[src/design/sha_pkg.sv]
package sha_pkg;

  typedef struct packed {
    logic [7:0] data_byte;
    logic       byte_present;
    logic       message_end;
  } in_word_t;

  typedef struct packed {
    logic [63:0] digest_word;
    logic [1:0]  word_index;
    logic        last_word;
  } out_word_t;

  typedef logic [31:0] word32_t;

  localparam word32_t ROUND_K [64] = '{
    32'h428a2f98, 32'h71374491, 32'hb5c0fbcf, 32'he9b5dba5, 32'h3956c25b, 32'h59f111f1,
    32'h923f82a4, 32'hab1c5ed5, 32'hd807aa98, 32'h12835b01, 32'h243185be, 32'h550c7dc3,
    32'h72be5d74, 32'h80deb1fe, 32'h9bdc06a7, 32'hc19bf174, 32'he49b69c1, 32'hefbe4786,
    32'h0fc19dc6, 32'h240ca1cc, 32'h2de92c6f, 32'h4a7484aa, 32'h5cb0a9dc, 32'h76f988da,
    32'h983e5152, 32'ha831c66d, 32'hb00327c8, 32'hbf597fc7, 32'hc6e00bf3, 32'hd5a79147,
    32'h06ca6351, 32'h14292967, 32'h27b70a85, 32'h2e1b2138, 32'h4d2c6dfc, 32'h53380d13,
    32'h650a7354, 32'h766a0abb, 32'h81c2c92e, 32'h92722c85, 32'ha2bfe8a1, 32'ha81a664b,
    32'hc24b8b70, 32'hc76c51a3, 32'hd192e819, 32'hd6990624, 32'hf40e3585, 32'h106aa070,
    32'h19a4c116, 32'h1e376c08, 32'h2748774c, 32'h34b0bcb5, 32'h391c0cb3, 32'h4ed8aa4a,
    32'h5b9cca4f, 32'h682e6ff3, 32'h748f82ee, 32'h78a5636f, 32'h84c87814, 32'h8cc70208,
    32'h90befffa, 32'ha4506ceb, 32'hbef9a3f7, 32'hc67178f2
  };

  localparam word32_t INIT_HASH [8] = '{
    32'h6a09e667, 32'hbb67ae85, 32'h3c6ef372, 32'ha54ff53a,
    32'h510e527f, 32'h9b05688c, 32'h1f83d9ab, 32'h5be0cd19
  };

  localparam logic [7:0] PAD_BYTE = 8'h80;

  function automatic word32_t rotr(word32_t x, int n);
    return (x >> n) | (x << (32 - n));
  endfunction

endpackage

[src/design/sha_round.sv]
// One SHA-256 round plus the schedule update, reused for all 64 rounds.
module sha_round (
  input  sha_pkg::word32_t va [8],
  input  sha_pkg::word32_t w_j,
  input  sha_pkg::word32_t w_j1,
  input  sha_pkg::word32_t w_j9,
  input  sha_pkg::word32_t w_j14,
  input  logic             expand,
  input  logic [5:0]       round,
  output sha_pkg::word32_t vn [8],
  output sha_pkg::word32_t w_new
);
  sha_pkg::word32_t s0w, s1w, w, s1, ch, t1, s0, mj, t2;

  always_comb begin
    s0w = sha_pkg::rotr(w_j1, 7) ^ sha_pkg::rotr(w_j1, 18) ^ (w_j1 >> 3);
    s1w = sha_pkg::rotr(w_j14, 17) ^ sha_pkg::rotr(w_j14, 19) ^ (w_j14 >> 10);
    w = expand ? (w_j + s0w + w_j9 + s1w) : w_j;
    w_new = w;
    s1 = sha_pkg::rotr(va[4], 6) ^ sha_pkg::rotr(va[4], 11) ^ sha_pkg::rotr(va[4], 25);
    ch = (va[4] & va[5]) ^ (~va[4] & va[6]);
    t1 = va[7] + s1 + ch + sha_pkg::ROUND_K[round] + w;
    s0 = sha_pkg::rotr(va[0], 2) ^ sha_pkg::rotr(va[0], 13) ^ sha_pkg::rotr(va[0], 22);
    mj = (va[0] & va[1]) ^ (va[0] & va[2]) ^ (va[1] & va[2]);
    t2 = s0 + mj;
    vn[7] = va[6];
    vn[6] = va[5];
    vn[5] = va[4];
    vn[4] = va[3] + t1;
    vn[3] = va[2];
    vn[2] = va[1];
    vn[1] = va[0];
    vn[0] = t1 + t2;
  end
endmodule

[config.mk]
export PLATFORM = sky130hd
export DESIGN_NAME = sha_round
export DESIGN_NICKNAME = d
export VERILOG_FILES = /design/src/design/sha_pkg.sv /design/src/design/sha_round.sv
export SDC_FILE = /design/constraint.sdc
export NUM_CORES = 1
export LEC_CHECK = 0
export BUFFER_PORTS_ARGS = -buffer_cell sky130_fd_sc_hd__clkbuf_2
export CORE_AREA = 2 2 262 264
export DETAILED_ROUTE_END_ITERATION = 8
export DIE_AREA = 0 0 264 266
export PLACE_DENSITY_LB_ADDON = 0.3
export SYNTH_ARGS = -nofsm -noshare
export SYNTH_HDL_FRONTEND = slang
export SYNTH_SLANG_ARGS = --single-unit
export TNS_END_PERCENT = 50
[constraint.sdc]
create_clock -name vclk -period 28.8
set_input_delay 5.76 -clock vclk [all_inputs]
set_output_delay 5.76 -clock vclk [all_outputs]
set_load 0.01 [all_outputs]
==> impl_metrics.yaml <==
logic_synthesis:
  syn_inst: 2434
  synth_cell_types: 82
  synth-warning-count: 0
  synth_area_um2: 18500
  syn_avg_cell_area_um2: 7.61
  ys_seq_area_share_pct: 0
  synth_fp_nets: 3162
finish:
  nets: 3600
  seq_cells: 0
  nFillCells: 7534
  syn_to_final_growth_pct: 15.9
  fin_util_pct: 31.7
  drive_gt1_share_pct: 26.7
  regArea_um2: 0
  nClkBuffers: 0
worst_setup_path:
  cp_slowest_cell: "fa_1"
  startpoint_type: "input pin"
  critPathMaxStageDelay_ns: 0.51
  cp.required_ns: 23.04
  crit_path_max_fanout: 6
  path_class: "in -> out"
  end_kind: "primary output"
  arrival_ns: 16.86
timing:
  min_period_over_period_pct: 78.5
  hold_viol_final: 0
  setup_viol: 0
  grt_setup_unrepaired: "no"
  max_freq_ghz: 0.0442
  slew_headroom_pct: 35.8
  period_minus_slack_ns: 22.62
  fin_tns_setup_ns: 0
  maxSlewViolCount: 0
  worst_pin_slew_ns: 0.961
global_route:
  grt_max_degree: 78
  track_usage_pct: 25.6
  overflow: 0
  grt_pass1_wl_um: 129000
  antenna_found_initial: 21
  grt_pass1_vias: 18400
placed_design:
  detailed_place_hpwl_um: 82700
  portBuffers: 679
  place.gp.congestion: 0.985
die:
  die_y_um: 266
  die-area_um2: 70200
  rows: 96
  die_w_um: 264
  ioPinCount: 679
  start_util_pct: 27.4
  core_um2: 67700
clock_network:
  cts_hold_buf: 0
  post-cts-setup-buffer-count: 0
  cts_resized: 0
drt:
  wirelength_um: 92900
  drt_iter0_markers: 1343
  antenna_left: 0
  viasPerCell: 4.87
  first_pass_iters: 6
  drt-wirelength-per-cell_um: 24.7
  drcViolationCount: 0
  via_count: 18300
status:
  status: "finished clean"
hold_path:
  hp-class: "in -> out"
run:
  cap_violations: 0
## per-stage QoR
stage                     setup WS (ns)  cells  hold slack, ns  instance area, um2
final                              6.18   3763           11.72               21500
after global routing               5.45   3757           11.73               21500
after CTS                          6.11   3752           11.72               21400
after detailed placement           6.13   3752           11.72               21400
after global placement             6.22   3752           11.72               21400
after floorplan                    7.97   2434           11.61               18500
## final timing paths
path	startpoint	end	slack, ns	depth (start not counted)
worst max-delay path	w_j1[8]	vn[255]	6.18	44
worst min-delay path	va[70]	vn[38]	11.72	2
## Yosys cell counts, drive strengths merged, types with 24 or more instances
master | n | area [um2]
xor2 | 122 | 1070
xnor2 | 241 | 2110
nor2 | 135 | 509
ha | 149 | 1860
a21oi | 144 | 721
nand3 | 33 | 165
o21a | 24 | 180
clkbuf | 50 | 188
nor3 | 37 | 185
a21o | 74 | 557
buf | 205 | 1490
mux2 | 34 | 387
inv | 432 | 1620
nand2 | 120 | 450
o21ai | 154 | 778
fa | 188 | 3760
## layer usage
layer  global-route usage (%)  vias up  share of wire [%]
met1                     28.4     8541                 38
met3                     4.27      169                6.2
li1                         -     8709                  -
met2                     46.9      894                 50
met5                        0        -               0.17
met4                     12.9       24                5.9
## critical path: cells and delay by family
kind                     cells  cell delay (ns)
AO/OA/AOI/OAI               14             4.05
AND/OR/NAND/NOR              6             0.95
adder cells (fa/ha/maj)     10             4.12
XOR/XNOR                     5             1.30
buffers and inverters        9             0.69
## area by class of cell
type / instances / area (um2) / area share, %
repair buffers: 691 / 3490 / 16.2
well taps: 882 / 1100 / 5.14
inverters: 434 / 1630 / 7.59
multi-input cells: 1745 / 15200 / 70.9
diodes: 11 / 27.5 / 0.128
## layout by cell type (no fill, tap or decap), drive strengths merged, types with 15 or more instances in the layout
cell type | synthesis | routed
nand3 | 33 | 33
a21o | 74 | 74
nor2b | 15 | 15
or3 | 16 | 16
o21ai | 154 | 154
xor2 | 122 | 122
nand2b | 21 | 21
nand2 | 120 | 120
mux2i | 15 | 15
clkbuf | 50 | 678
nor2 | 135 | 135
inv | 432 | 432
a211oi | 23 | 23
o311ai | 19 | 19
xnor2 | 241 | 241
nor3 | 37 | 37
a31oi | 19 | 19
fa | 188 | 188
ha | 149 | 149
o21a | 24 | 24
mux2 | 34 | 34
o211ai | 15 | 15
a21oi | 144 | 144
## logic make-up (layout without fill, tap and decap cells)
kind of cell	after synthesis	after routing	share of synthesized area, %
AO/OA/AOI/OAI	576	576	20.4
XOR/XNOR	365	365	17.4
adder cells (fa/ha/maj)	341	341	30.6
buffers and inverters	689	1125	17.9
multiplexers	57	57	3.87
other	0	11	0
AND/OR/NAND/NOR	406	406	9.85
Power is not shown: default switching activity piles up to over one toggle a cycle in this logic, so the estimate is an artifact.
